File: src/design/line_pixel_generator_macros.svh
// line_pixel_generator_macros.svh: assertion macros for the line pixel generator.
// Included by the RTL file that carries assertions; needs no other file.
`ifndef LINE_PIXEL_GENERATOR_MACROS_SVH
`define LINE_PIXEL_GENERATOR_MACROS_SVH

// same-cycle implication
`define LPG_ASSERT_IMP(lbl, clk, rst, ante, cons, msg) \
  lbl: assert property (@(posedge clk) disable iff (rst) (ante) |-> (cons)) \
    else $error(msg);

// next-cycle implication
`define LPG_ASSERT_NXT(lbl, clk, rst, ante, cons, msg) \
  lbl: assert property (@(posedge clk) disable iff (rst) (ante) |=> (cons)) \
    else $error(msg);

`endif

File: src/design/lpg_pkg.sv
// lpg_pkg: widths, constants, state and interface types of the line pixel generator.
// Used by lpg_div, lpg_blend and line_pixel_generator; depends on nothing.
`default_nettype none

package lpg_pkg;

  localparam int COORD_WIDTH_DEF = 12;

  localparam int RAW_W    = 9;
  localparam int SCALE_W  = 4;
  localparam int PIX_W    = 12;
  localparam int DELTA_W  = PIX_W + 1;
  localparam int PROD_W   = 2 * DELTA_W;
  localparam int QUOT_W   = PIX_W;
  localparam int DEN_W    = PIX_W;
  localparam int NUM_W    = QUOT_W + DEN_W;
  localparam int CNT_W    = $clog2(QUOT_W + 1);

  localparam int TRANS_W    = 7;
  localparam int COL_W      = 8;
  localparam int CFG_IDX_W  = 3;
  localparam int CFG_DATA_W = 8;

  localparam logic [SCALE_W-1:0] SCALE_MIN   = 4'd1;
  localparam logic [SCALE_W-1:0] SCALE_MAX   = 4'd8;
  localparam logic [SCALE_W-1:0] SCALE_RESET = 4'd1;

  localparam logic [TRANS_W-1:0] TRANS_MAX = 7'd100;
  localparam logic [COL_W-1:0]   WHITE     = 8'd255;

  // floor(v / 100) == (v * 5243) >> 19 for every v up to 25500
  localparam int BLEND_W     = 15;
  localparam int RECIP_W     = 13;
  localparam logic [RECIP_W-1:0] BLEND_RECIP = 13'd5243;
  localparam int BLEND_SHIFT = 19;

  localparam int SETTLE_W = 2;
  localparam logic [SETTLE_W-1:0] BLEND_LAT = 2'd2;

  localparam logic CMD_START = 1'b0;
  localparam logic CMD_TICK  = 1'b1;

  typedef enum logic [CFG_IDX_W-1:0] {
    CFG_SCALE = 3'd0,
    CFG_TRANS = 3'd1,
    CFG_RED   = 3'd2,
    CFG_GREEN = 3'd3,
    CFG_BLUE  = 3'd4
  } cfg_idx_t;

  typedef enum logic [2:0] {
    ST_IDLE,
    ST_SCALE,
    ST_START,
    ST_MUL,
    ST_DLOAD,
    ST_DIV,
    ST_EMIT,
    ST_OUT
  } state_t;

  typedef struct packed {
    logic [COL_W-1:0] red;
    logic [COL_W-1:0] green;
    logic [COL_W-1:0] blue;
  } rgb_t;

  typedef struct packed {
    logic             start;
    logic [NUM_W-1:0] num;
    logic [DEN_W-1:0] den;
  } div_req_t;

  typedef struct packed {
    logic              busy;
    logic [QUOT_W-1:0] quot;
    logic              rem_nz;
  } div_rsp_t;

endpackage

`default_nettype wire

File: src/design/lpg_div.sv
// lpg_div: unsigned restoring divider, one quotient bit per cycle.
// Needs lpg_pkg; numerator must be below den * 2**QUOT_W.
`default_nettype none

module lpg_div (
  input  logic              clk,
  input  logic              rst,
  input  lpg_pkg::div_req_t req,
  output lpg_pkg::div_rsp_t rsp
);

  logic [lpg_pkg::DEN_W-1:0]  rem;
  logic [lpg_pkg::QUOT_W-1:0] quot;
  logic [lpg_pkg::DEN_W-1:0]  den;
  logic [lpg_pkg::CNT_W-1:0]  cnt;
  logic                       busy;

  logic [lpg_pkg::DEN_W+1:0]  diff;
  logic                       fits;
  logic [lpg_pkg::DEN_W-1:0]  rem_next;

  always_comb begin
    diff     = {1'b0, rem, quot[lpg_pkg::QUOT_W-1]} - {2'b00, den};
    fits     = !diff[lpg_pkg::DEN_W+1];
    rem_next = fits ? diff[lpg_pkg::DEN_W-1:0]
                    : {rem[lpg_pkg::DEN_W-2:0], quot[lpg_pkg::QUOT_W-1]};
  end

  always_ff @(posedge clk) begin
    if (rst) begin
      busy <= 1'b0;
      cnt  <= '0;
    end else if (req.start) begin
      busy <= 1'b1;
      cnt  <= lpg_pkg::CNT_W'(lpg_pkg::QUOT_W);
    end else if (busy) begin
      cnt <= cnt - 1'b1;
      if (cnt == lpg_pkg::CNT_W'(1)) begin
        busy <= 1'b0;
      end
    end
  end

  // quot starts as the low numerator bits and fills with quotient bits
  always_ff @(posedge clk) begin
    if (req.start) begin
      rem  <= req.num[lpg_pkg::NUM_W-1 -: lpg_pkg::DEN_W];
      quot <= req.num[lpg_pkg::QUOT_W-1:0];
      den  <= req.den;
    end else if (busy) begin
      rem  <= rem_next;
      quot <= {quot[lpg_pkg::QUOT_W-2:0], fits};
    end
  end

  assign rsp.busy   = busy;
  assign rsp.quot   = quot;
  assign rsp.rem_nz = (rem != '0);

endmodule

`default_nettype wire

File: src/design/lpg_blend.sv
// lpg_blend: two-stage pipeline blending the line colour toward white.
// Needs lpg_pkg; the mix sums are registered, then divided by 100 into the registered result.
`default_nettype none

module lpg_blend (
  input  logic                          clk,
  input  logic [lpg_pkg::TRANS_W-1:0]   transparency,
  input  lpg_pkg::rgb_t                 colour,
  output lpg_pkg::rgb_t                 blended
);

  logic [lpg_pkg::TRANS_W-1:0] tc;
  logic [lpg_pkg::TRANS_W-1:0] inv;
  logic [lpg_pkg::BLEND_W-1:0] v_red;
  logic [lpg_pkg::BLEND_W-1:0] v_green;
  logic [lpg_pkg::BLEND_W-1:0] v_blue;

  function automatic logic [lpg_pkg::BLEND_W-1:0] mix(
    input logic [lpg_pkg::TRANS_W-1:0] t,
    input logic [lpg_pkg::TRANS_W-1:0] ti,
    input logic [lpg_pkg::COL_W-1:0]   c
  );
    logic [lpg_pkg::BLEND_W-1:0] a;
    logic [lpg_pkg::BLEND_W-1:0] b;
    a   = lpg_pkg::BLEND_W'(ti * c);
    b   = lpg_pkg::BLEND_W'(t * lpg_pkg::WHITE);
    mix = a + b;
  endfunction

  function automatic logic [lpg_pkg::COL_W-1:0] div100(
    input logic [lpg_pkg::BLEND_W-1:0] v
  );
    logic [lpg_pkg::BLEND_W+lpg_pkg::RECIP_W-1:0] p;
    p      = v * lpg_pkg::BLEND_RECIP;
    div100 = p[lpg_pkg::BLEND_SHIFT +: lpg_pkg::COL_W];
  endfunction

  always_comb begin
    tc  = (transparency > lpg_pkg::TRANS_MAX) ? lpg_pkg::TRANS_MAX : transparency;
    inv = lpg_pkg::TRANS_MAX - tc;
  end

  always_ff @(posedge clk) begin
    v_red   <= mix(tc, inv, colour.red);
    v_green <= mix(tc, inv, colour.green);
    v_blue  <= mix(tc, inv, colour.blue);
  end

  always_ff @(posedge clk) begin
    blended.red   <= div100(v_red);
    blended.green <= div100(v_green);
    blended.blue  <= div100(v_blue);
  end

endmodule

`default_nettype wire

File: src/design/line_pixel_generator.sv
// line_pixel_generator: line rasteriser, at most one pixel per request, exact floor slope.
// Needs lpg_pkg, lpg_div, lpg_blend and line_pixel_generator_macros.svh.
//
// Use: a request with command 0 loads two endpoints (scaled by the scale
// register) and returns the first pixel; each request with command 1 returns
// the next pixel. Every request gives exactly one result; valid_res marks a
// result that carries a pixel, last marks the final pixel or an empty line.
// Input and output channels use valid/stall; configuration writes use
// cfg_valid/cfg_ready with a register index and are taken every cycle.
// One request is worked on at a time. A sloped tick passes through ST_MUL,
// ST_DLOAD, ST_DIV, ST_EMIT and ST_OUT before out_valid rises; a start
// request passes ST_SCALE and ST_START first. In ST_DIV the divider produces
// one quotient bit per cycle. Vertical pixels and results without a pixel
// skip the divider. The next request is taken in ST_IDLE, which follows the
// loading of a result. in_stall is high while a request is worked on and,
// after a configuration write, while the settle counter runs down and the
// colour pipeline settles. A finished result waits in the output register
// while out_stall is high and the next request is already accepted; its own
// result then waits until the register is taken. Reset loads the register
// defaults, drops any line in progress and empties the output register.
`default_nettype none
`include "line_pixel_generator_macros.svh"

module line_pixel_generator #(
  parameter int COORD_WIDTH = lpg_pkg::COORD_WIDTH_DEF
) (
  input  logic                              clk,
  input  logic                              rst,

  input  logic                              cfg_valid,
  output logic                              cfg_ready,
  input  logic [lpg_pkg::CFG_IDX_W-1:0]     cfg_index,
  input  logic [lpg_pkg::CFG_DATA_W-1:0]    cfg_data,

  input  logic                              in_valid,
  output logic                              in_stall,
  input  logic                              command,
  input  logic [lpg_pkg::RAW_W-1:0]         x_start,
  input  logic [lpg_pkg::RAW_W-1:0]         y_start,
  input  logic [lpg_pkg::RAW_W-1:0]         x_end,
  input  logic [lpg_pkg::RAW_W-1:0]         y_end,

  output logic                              out_valid,
  input  logic                              out_stall,
  output logic [lpg_pkg::PIX_W-1:0]         pixel_x,
  output logic [lpg_pkg::PIX_W-1:0]         pixel_y,
  output logic [lpg_pkg::COL_W-1:0]         red_out,
  output logic [lpg_pkg::COL_W-1:0]         green_out,
  output logic [lpg_pkg::COL_W-1:0]         blue_out,
  output logic                              valid_res,
  output logic                              last
);

  localparam logic [lpg_pkg::PIX_W-1:0] PIX_MASK =
    (COORD_WIDTH >= lpg_pkg::PIX_W) ? {lpg_pkg::PIX_W{1'b1}}
                                    : lpg_pkg::PIX_W'((1 << COORD_WIDTH) - 1);

  // configuration
  logic [lpg_pkg::SCALE_W-1:0]  scale;
  logic [lpg_pkg::TRANS_W-1:0]  transparency;
  lpg_pkg::rgb_t                colour;
  lpg_pkg::rgb_t                blended;
  logic [lpg_pkg::SETTLE_W-1:0] settle;
  logic [lpg_pkg::SCALE_W-1:0]  s_eff;

  // sequencer
  lpg_pkg::state_t state;
  lpg_pkg::state_t state_next;
  logic            accept;
  logic            out_free;
  logic            out_load;

  // request
  logic                      cmd;
  logic [lpg_pkg::RAW_W-1:0] xs;
  logic [lpg_pkg::RAW_W-1:0] ys;
  logic [lpg_pkg::RAW_W-1:0] xe;
  logic [lpg_pkg::RAW_W-1:0] ye;
  logic [lpg_pkg::PIX_W-1:0] sx1;
  logic [lpg_pkg::PIX_W-1:0] sy1;
  logic [lpg_pkg::PIX_W-1:0] sx2;
  logic [lpg_pkg::PIX_W-1:0] sy2;

  // line state
  logic [lpg_pkg::PIX_W-1:0]          walk_pos;
  logic [lpg_pkg::PIX_W-1:0]          remaining;
  logic [lpg_pkg::PIX_W-1:0]          base_x;
  logic [lpg_pkg::PIX_W-1:0]          base_y;
  logic signed [lpg_pkg::DELTA_W-1:0] delta_x;
  logic signed [lpg_pkg::DELTA_W-1:0] delta_y;
  logic                               vertical_mode;
  logic                               active;

  // start set-up
  logic signed [lpg_pkg::DELTA_W-1:0] dx_s;
  logic signed [lpg_pkg::DELTA_W-1:0] dy_s;
  logic [lpg_pkg::DELTA_W-1:0]        abs_dx;
  logic [lpg_pkg::DELTA_W-1:0]        abs_dy;
  logic                               start_vert;
  logic [lpg_pkg::PIX_W-1:0]          start_rem;
  logic [lpg_pkg::PIX_W-1:0]          start_walk;

  // slope
  logic signed [lpg_pkg::DELTA_W-1:0] walk_off;
  logic signed [lpg_pkg::PROD_W-1:0]  prod;
  logic [lpg_pkg::PROD_W-1:0]         prod_abs;
  logic [lpg_pkg::DELTA_W-1:0]        dx_abs;
  logic                               neg;
  logic [lpg_pkg::DELTA_W-1:0]        mag;
  logic [lpg_pkg::DELTA_W:0]          off;
  logic [lpg_pkg::DELTA_W:0]          y_sum;
  lpg_pkg::div_req_t                  div_req;
  lpg_pkg::div_rsp_t                  div_rsp;

  // result
  logic [lpg_pkg::PIX_W-1:0] res_x;
  logic [lpg_pkg::PIX_W-1:0] res_y;
  logic                      res_valid;
  logic                      res_last;

  assign cfg_ready = 1'b1;

  always_ff @(posedge clk) begin
    if (rst) begin
      scale        <= lpg_pkg::SCALE_RESET;
      transparency <= '0;
      colour       <= '0;
      settle       <= '0;
    end else if (cfg_valid && cfg_ready) begin
      settle <= lpg_pkg::BLEND_LAT;
      unique case (cfg_index)
        lpg_pkg::CFG_SCALE: scale        <= cfg_data[lpg_pkg::SCALE_W-1:0];
        lpg_pkg::CFG_TRANS: transparency <= cfg_data[lpg_pkg::TRANS_W-1:0];
        lpg_pkg::CFG_RED:   colour.red   <= cfg_data;
        lpg_pkg::CFG_GREEN: colour.green <= cfg_data;
        lpg_pkg::CFG_BLUE:  colour.blue  <= cfg_data;
        default: ;
      endcase
    end else if (settle != '0) begin
      settle <= settle - 1'b1;
    end
  end

  lpg_blend u_blend (
    .clk          (clk),
    .transparency (transparency),
    .colour       (colour),
    .blended      (blended)
  );

  lpg_div u_div (
    .clk (clk),
    .rst (rst),
    .req (div_req),
    .rsp (div_rsp)
  );

  always_comb begin
    if (scale < lpg_pkg::SCALE_MIN) begin
      s_eff = lpg_pkg::SCALE_MIN;
    end else if (scale > lpg_pkg::SCALE_MAX) begin
      s_eff = lpg_pkg::SCALE_MAX;
    end else begin
      s_eff = scale;
    end
  end

  always_comb begin
    dx_s       = $signed({1'b0, sx2}) - $signed({1'b0, sx1});
    dy_s       = $signed({1'b0, sy2}) - $signed({1'b0, sy1});
    abs_dx     = dx_s[lpg_pkg::DELTA_W-1] ? -dx_s : dx_s;
    abs_dy     = dy_s[lpg_pkg::DELTA_W-1] ? -dy_s : dy_s;
    start_vert = (dx_s == '0);
    start_rem  = start_vert ? abs_dy[lpg_pkg::PIX_W-1:0] : abs_dx[lpg_pkg::PIX_W-1:0];
    if (start_vert) begin
      start_walk = (sy1 < sy2) ? sy1 : sy2;
    end else begin
      start_walk = (sx1 < sx2) ? sx1 : sx2;
    end
  end

  always_comb begin
    walk_off = $signed({1'b0, walk_pos}) - $signed({1'b0, base_x});
    prod_abs = prod[lpg_pkg::PROD_W-1] ? -prod : prod;
    dx_abs   = delta_x[lpg_pkg::DELTA_W-1] ? -delta_x : delta_x;
    mag      = {1'b0, div_rsp.quot} + lpg_pkg::DELTA_W'(neg && div_rsp.rem_nz);
    off      = neg ? (~{1'b0, mag} + 1'b1) : {1'b0, mag};
    y_sum    = {2'b00, base_y} + off;
  end

  always_comb begin
    div_req.num = prod_abs[lpg_pkg::NUM_W-1:0];
    div_req.den = dx_abs[lpg_pkg::DEN_W-1:0];
  end

  // next state
  always_comb begin
    state_next = state;
    unique case (state)
      lpg_pkg::ST_IDLE:  begin
        if (accept) begin
          state_next = (command == lpg_pkg::CMD_TICK) ? lpg_pkg::ST_MUL : lpg_pkg::ST_SCALE;
        end
      end
      lpg_pkg::ST_SCALE: state_next = lpg_pkg::ST_START;
      lpg_pkg::ST_START: begin
        state_next = (start_rem == '0) ? lpg_pkg::ST_OUT : lpg_pkg::ST_MUL;
      end
      lpg_pkg::ST_MUL:   begin
        if (!active || remaining == '0) begin
          state_next = lpg_pkg::ST_OUT;
        end else if (vertical_mode) begin
          state_next = lpg_pkg::ST_EMIT;
        end else begin
          state_next = lpg_pkg::ST_DLOAD;
        end
      end
      lpg_pkg::ST_DLOAD: state_next = lpg_pkg::ST_DIV;
      lpg_pkg::ST_DIV:   begin
        if (!div_rsp.busy) begin
          state_next = lpg_pkg::ST_EMIT;
        end
      end
      lpg_pkg::ST_EMIT:  state_next = lpg_pkg::ST_OUT;
      lpg_pkg::ST_OUT:   begin
        if (out_free) begin
          state_next = lpg_pkg::ST_IDLE;
        end
      end
      default:           state_next = lpg_pkg::ST_IDLE;
    endcase
  end

  // sequencer outputs
  always_comb begin
    in_stall      = (state != lpg_pkg::ST_IDLE) || (settle != '0);
    accept        = in_valid && !in_stall;
    out_free      = !out_valid || !out_stall;
    out_load      = (state == lpg_pkg::ST_OUT) && out_free;
    div_req.start = (state == lpg_pkg::ST_DLOAD);
  end

  always_ff @(posedge clk) begin
    if (rst) begin
      state     <= lpg_pkg::ST_IDLE;
      active    <= 1'b0;
      out_valid <= 1'b0;
    end else begin
      state <= state_next;
      if (out_load) begin
        out_valid <= 1'b1;
      end else if (!out_stall) begin
        out_valid <= 1'b0;
      end
      case (state)
        lpg_pkg::ST_START: active <= (start_rem != '0);
        lpg_pkg::ST_MUL:   begin
          if (remaining == '0) begin
            active <= 1'b0;
          end
        end
        lpg_pkg::ST_EMIT:  active <= (remaining != lpg_pkg::PIX_W'(1));
        default: ;
      endcase
    end
  end

  always_ff @(posedge clk) begin
    case (state)
      lpg_pkg::ST_IDLE: begin
        if (accept) begin
          cmd <= command;
          xs  <= x_start;
          ys  <= y_start;
          xe  <= x_end;
          ye  <= y_end;
        end
      end
      lpg_pkg::ST_SCALE: begin
        sx1 <= lpg_pkg::PIX_W'(xs * s_eff);
        sy1 <= lpg_pkg::PIX_W'(ys * s_eff);
        sx2 <= lpg_pkg::PIX_W'(xe * s_eff);
        sy2 <= lpg_pkg::PIX_W'(ye * s_eff);
      end
      lpg_pkg::ST_START: begin
        base_x        <= sx1;
        base_y        <= sy1;
        delta_x       <= dx_s;
        delta_y       <= dy_s;
        vertical_mode <= start_vert;
        walk_pos      <= start_walk;
        remaining     <= start_rem;
        res_x         <= '0;
        res_y         <= '0;
        res_valid     <= 1'b0;
        res_last      <= 1'b1;
      end
      lpg_pkg::ST_MUL: begin
        prod      <= lpg_pkg::PROD_W'(delta_y) * lpg_pkg::PROD_W'(walk_off);
        res_x     <= '0;
        res_y     <= '0;
        res_valid <= 1'b0;
        res_last  <= 1'b0;
      end
      lpg_pkg::ST_DLOAD: neg <= prod[lpg_pkg::PROD_W-1] ^ delta_x[lpg_pkg::DELTA_W-1];
      lpg_pkg::ST_EMIT: begin
        res_x     <= vertical_mode ? base_x : walk_pos;
        res_y     <= vertical_mode ? walk_pos : y_sum[lpg_pkg::PIX_W-1:0];
        res_valid <= 1'b1;
        res_last  <= (remaining == lpg_pkg::PIX_W'(1));
        remaining <= remaining - 1'b1;
        walk_pos  <= walk_pos + 1'b1;
      end
      default: ;
    endcase
  end

  always_ff @(posedge clk) begin
    if (out_load) begin
      pixel_x   <= res_x & PIX_MASK;
      pixel_y   <= res_y & PIX_MASK;
      red_out   <= res_valid ? blended.red   : '0;
      green_out <= res_valid ? blended.green : '0;
      blue_out  <= res_valid ? blended.blue  : '0;
      valid_res <= res_valid;
      last      <= res_last && (cmd == lpg_pkg::CMD_START || res_valid);
    end
  end

  `LPG_ASSERT_IMP(a_active_has_work, clk, rst,
    state == lpg_pkg::ST_IDLE && active, remaining != '0,
    "line active with nothing left")
  `LPG_ASSERT_NXT(a_out_held, clk, rst,
    state == lpg_pkg::ST_OUT && out_valid && out_stall, state == lpg_pkg::ST_OUT,
    "result left while output register full")
  `LPG_ASSERT_IMP(a_div_in_div, clk, rst,
    div_rsp.busy, state == lpg_pkg::ST_DIV,
    "divider running outside divide state")
  `LPG_ASSERT_IMP(a_no_vert_div, clk, rst,
    state == lpg_pkg::ST_DLOAD, !vertical_mode && delta_x != '0,
    "divide started on a vertical line")
  `LPG_ASSERT_IMP(a_empty_zero, clk, rst,
    out_valid && !valid_res,
    pixel_x == '0 && pixel_y == '0 && red_out == '0 && green_out == '0 && blue_out == '0,
    "empty result carries data")

endmodule

`default_nettype wire
File: config.mk
export PLATFORM = sky130hd
export DESIGN_NAME = line_pixel_generator
export DESIGN_NICKNAME = d
export VERILOG_FILES = /design/src/design/lpg_pkg.sv /design/src/design/lpg_div.sv /design/src/design/lpg_blend.sv /design/src/design/line_pixel_generator.sv
export VERILOG_INCLUDE_DIRS = /design/src /design/src/design
export SDC_FILE = /design/constraint.sdc
export NUM_CORES = 2
export LEC_CHECK = 0
export ABC_CLOCK_PERIOD_IN_PS = 9000
export BUFFER_PORTS_ARGS = -buffer_cell sky130_fd_sc_hd__buf_2
export CORE_UTILIZATION = 45
export CTS_BUF_LIST = sky130_fd_sc_hd__clkbuf_8
export CTS_CLUSTER_SIZE = 14
export DETAILED_ROUTE_END_ITERATION = 7
export GPL_ROUTABILITY_DRIVEN = 1
export SYNTH_ARGS = -nofsm -noshare
export SYNTH_HDL_FRONTEND = slang
export SYNTH_SLANG_ARGS = --single-unit
File: constraint.sdc
create_clock -name clk -period 9 [get_ports clk]
set_clock_uncertainty 0.1 [all_clocks]
set_input_delay 2.25 -clock clk [delete_from_list [all_inputs] [get_ports clk]]
set_output_delay 2.25 -clock clk [all_outputs]
set_load 0.02 [all_outputs]
==> results by group <==
Outcome
  – Status: finished, final reports clean

GRT
  – Vias in the first global route: between 30k and 40k
  – Aggregate global-route resource usage: 21.3%
  – Grt ovf: 0
  – First-pass GRT wire length: around 180,000 µm
  – Antenna violations before repair: 6
  – Pin count of the biggest net entering global routing: 55

STA
  – Slew of the pin with the lowest slew margin: 1.31 ns
  – RSZ-0062 raised after global routing: false
  – Number of setup violations in the final report: 0
  – Sum Neg Setup Slack: 0 ns
  – Max-slew headroom: 12.0%
  – Fin crit share: 92.7%
  – Number of hold-slack violations in the final timing report: 0
  – Fmax: 120 MHz
  – Final Critical Period: 8.34 ns
  – Final Max Tran Viols: 0

Floorplanning
  – Starting Density: a little under half
  – Area of the core region: just over 100,000 µm²
  – Die boundary height: 325 µm
  – I/O pin total: about 110
  – Die Wd: 325 µm
  – Die ar.: 106,000 µm²
  – Number of placement rows: around 120

Synth
  – Ys flop type: sky130_fd_sc_hd__edfxtp_1
  – Synthesized cell area: 46,900 µm²
  – Async SR Flop Fraction: 0%
  – Number of flops mapped to enable cells by yosys: 298
  – Fraction of the yosys area taken by sequential cells: 24.0%
  – Total nets after synthesis: 5,975
  – Mean area per synthesized cell: 9.94 µm²
  – Ys Warns: 0
  – Post-synth cell types: between 70 and 80
  – Gate Count Post-Synth: 4,722
  – Yosys reg bits: ~410

Detailed routing
  – Drt wl/cell: 17.2 µm
  – Post-route DRC: 0
  – Post-DR vias/cell: 5.09
  – Iter 0 DRT Violations: about 1.5k
  – Via count: 32.0k
  – Number of detailed-route iterations in the first pass: 5
  – Number of nets with antenna violations after detailed routing: 0
  – Wirelength, routed: 108,000 µm

Setup path
  – Count of buffering cells on the critical path with inverters included: 3
  – Critical Path AT: 8.69 ns
  – Endpoint class of the critical path: flip-flop
  – Crit-path leading delay family: adder cells
  – Crit-path slowest cell: sky130_fd_sc_hd__fa_1
  – CP Data Required Time: approximately 9.4 ns
  – Reg-to-reg startpoint: walk_pos[2]$_DFFE_PP_
  – Category of the worst setup path launch point: flip-flop
  – Type of the worst setup path: reg2reg
  – Largest fanout on the critical path: 7
  – Cell mode on critical path: sky130_fd_sc_hd__fa_1
  – Source of the critical timing path: walk_pos[2]$_DFFE_PP_
  – Max stage delay on crit path: ~0.52 ns

CTS
  – Clock latency of the later-clocked register in the worst-skew pair: 0.73 ns
  – Maximum clock path buffer count: 3
  – Post-CTS setup buffers: 0
  – Library cell used as clock root buffer: sky130_fd_sc_hd__clkbuf_8
  – Num CTS Buffers: 80
  – TritonCTS clock tree: yes
  – Htree depth: 3
  – CTS Sinks: 414
  – Clock slew seen by the registers of the worst setup and hold paths: ~0.060 ns

Worst hold path
  – Source of the worst hold timing path: res_x[6]$_SDFFCE_PN0P_
  – Type of the tightest min-delay check: reg2reg

Final layout
  – Net total in the final layout: 6,093
  – Share of post-route cells with drive strength above 1: under 10%
  – Area overhead of the layout relative to synthesis: 8.43%

Place
  – Count of input and output buffers: approximately 100
  – Post-detail-place hpwl: about 88,000 µm
  – Global placement routability congestion: 0.899

Flow run
  – Number of max-cap violations: 0
cells in the final DEF (no fill, tap or decap), types with 17 or more instances in the layout:
cell / netlist / final
sky130_fd_sc_hd__dfxtp_1: 116 / 116
sky130_fd_sc_hd__xor2_1: 61 / 61
sky130_fd_sc_hd__nor2b_1: 66 / 63
sky130_fd_sc_hd__nor3_1: 53 / 53
sky130_fd_sc_hd__and2_1: 200 / 199
sky130_fd_sc_hd__nand2b_1: 47 / 47
sky130_fd_sc_hd__buf_4: 1 / 47
sky130_fd_sc_hd__a21boi_0: 21 / 18
sky130_fd_sc_hd__nor3b_1: 19 / 19
sky130_fd_sc_hd__fa_1: 573 / 573
sky130_fd_sc_hd__o21a_1: 30 / 30
sky130_fd_sc_hd__ha_1: 627 / 627
sky130_fd_sc_hd__o21bai_1: 25 / 25
sky130_fd_sc_hd__buf_2: 1 / 104
sky130_fd_sc_hd__nand4_1: 17 / 17
sky130_fd_sc_hd__o211ai_1: 30 / 30
sky130_fd_sc_hd__or3_1: 19 / 19
sky130_fd_sc_hd__clkbuf_8: 0 / 87
sky130_fd_sc_hd__nand2_1: 384 / 383
sky130_fd_sc_hd__a211oi_1: 18 / 18
sky130_fd_sc_hd__inv_1: 953 / 971
sky130_fd_sc_hd__nor2_1: 219 / 216
sky130_fd_sc_hd__mux2i_1: 63 / 63
sky130_fd_sc_hd__a21oi_1: 152 / 151
sky130_fd_sc_hd__nand3_1: 51 / 51
sky130_fd_sc_hd__o21ai_0: 118 / 118
sky130_fd_sc_hd__a21o_1: 36 / 36
sky130_fd_sc_hd__xnor2_1: 212 / 207
sky130_fd_sc_hd__edfxtp_1: 298 / 298
sky130_fd_sc_hd__and3_1: 29 / 28
worst register-to-register path: cells and delay by family (launching register included):
family	cells	cell delay, ns
AO/OA/AOI/OAI	13	2.65
flip-flops	1	0.49
XOR/XNOR	1	0.12
AND/OR/NAND/NOR	3	1.03
adder cells (fa/ha/maj)	8	3.54
buffers and inverters	3	0.15
stage by stage:
stage / setup slack (ns) / util (%) / hold WS [ns] / cell area (µm²) / cells
2_1_floorplan: 1.15 / - / 0.300 / 46900 / 4722
3_3_place_gp: 0.629 / 47.5 / 0.302 / 49200 / 6138
3_5_place_dp: 0.591 / 47.5 / 0.305 / 49200 / 6138
4_1_cts: 0.576 / 49.2 / 0.293 / 50900 / 6287
5_1_grt: 0.0687 / 49.2 / 0.317 / 50900 / 6288
6_report: 0.655 / 49.2 / 0.306 / 50900 / 6288
logic make-up (layout without fill, tap and decap cells):
logic type | count (synthesis) | after routing | share of synthesized area [%]
flip-flops | 414 | 414 | 24.0
other | 1 | 2 | 0.00799
AO/OA/AOI/OAI | 528 | 528 | 7.30
AND/OR/NAND/NOR | 1157 | 1157 | 12.1
adder cells (fa/ha/maj) | 1200 | 1200 | 41.1
buffers and inverters | 1069 | 1254 | 8.57
XOR/XNOR | 274 | 274 | 5.13
multiplexers | 79 | 79 | 1.73
area by class of cell:
class                      instances  area, µm²
antenna                            1       2.50
clock buffer                      87       1200
clock inverter                    62        494
fill                            9680      52600
inverter                         954       3580
multi-input combinational       3239      31800
sequential                       414      11300
tap                             1380       1730
timing repair buffer             151        873
state kept, by name, summed over array words and instances (netlist names), 13 cells and up:
name,cells
prod,25
colour,24
u_blend.blended,24
u_blend.v_blue,15
u_blend.v_green,15
u_blend.v_red,15
delta_x,13
delta_y,13
Yosys cell counts, types with 5 or more instances:
cell / n / area, µm²
sky130_fd_sc_hd__nor3_1: 53 / 265
sky130_fd_sc_hd__and2_1: 200 / 1250
sky130_fd_sc_hd__a21o_1: 36 / 270
sky130_fd_sc_hd__nand2_1: 384 / 1440
sky130_fd_sc_hd__o211ai_1: 30 / 225
sky130_fd_sc_hd__a21oi_1: 152 / 761
sky130_fd_sc_hd__nand3_1: 51 / 255
sky130_fd_sc_hd__edfxtp_1: 298 / 8950
sky130_fd_sc_hd__xor2_1: 61 / 534
sky130_fd_sc_hd__o41ai_1: 15 / 131
sky130_fd_sc_hd__o31ai_1: 16 / 120
sky130_fd_sc_hd__a21boi_0: 21 / 158
sky130_fd_sc_hd__a2111oi_0: 8 / 70.1
sky130_fd_sc_hd__and3_1: 29 / 181
sky130_fd_sc_hd__or2_2: 12 / 75.1
sky130_fd_sc_hd__or4_1: 11 / 82.6
sky130_fd_sc_hd__xnor2_1: 212 / 1860
sky130_fd_sc_hd__nor2b_1: 66 / 413
sky130_fd_sc_hd__nor4_1: 13 / 81.3
sky130_fd_sc_hd__nor2_1: 219 / 822
sky130_fd_sc_hd__nor3b_1: 19 / 143
sky130_fd_sc_hd__o21ai_0: 118 / 591
sky130_fd_sc_hd__mux2i_1: 63 / 631
sky130_fd_sc_hd__mux2_2: 16 / 180
sky130_fd_sc_hd__a31oi_1: 7 / 43.8
sky130_fd_sc_hd__inv_1: 953 / 3580
sky130_fd_sc_hd__a31o_2: 5 / 43.8
sky130_fd_sc_hd__fa_1: 573 / 11500
sky130_fd_sc_hd__or3_1: 19 / 119
sky130_fd_sc_hd__clkbuf_1: 109 / 409
sky130_fd_sc_hd__dfxtp_1: 116 / 2320
sky130_fd_sc_hd__o21a_1: 30 / 225
sky130_fd_sc_hd__a211oi_1: 18 / 135
sky130_fd_sc_hd__ha_1: 627 / 7850
sky130_fd_sc_hd__o21bai_1: 25 / 188
sky130_fd_sc_hd__nand2b_1: 47 / 294
sky130_fd_sc_hd__nand4_1: 17 / 106
layer usage:
metal	GRT usage, %	up-vias	part of all wire [%]
met2	36.3	607	48
met1	28.2	15782	45
li1	-	15493	-
met5	0	-	0
met3	2.99	154	4.5
met4	6.14	0	2.6
final timing paths:
check / to / slack (ns) / depth (start not counted)
min: pixel_x[6]$_DFFE_PP_ / 0.31 / 0
min reg2reg: pixel_x[6]$_DFFE_PP_ / 0.31 / 0
max: prod[25]$_DFFE_PP_ / 0.66 / 28
max reg2reg: prod[25]$_DFFE_PP_ / 0.66 / 28
repair_timing:
action / in CTS / in global routing
endpoints found under the setup margin: 0 / 1
resized for setup: 0 / 3
hold buffers: 0 / 0
Power is not shown: default switching activity piles up to over one toggle a cycle in this logic, so the estimate is an artifact.
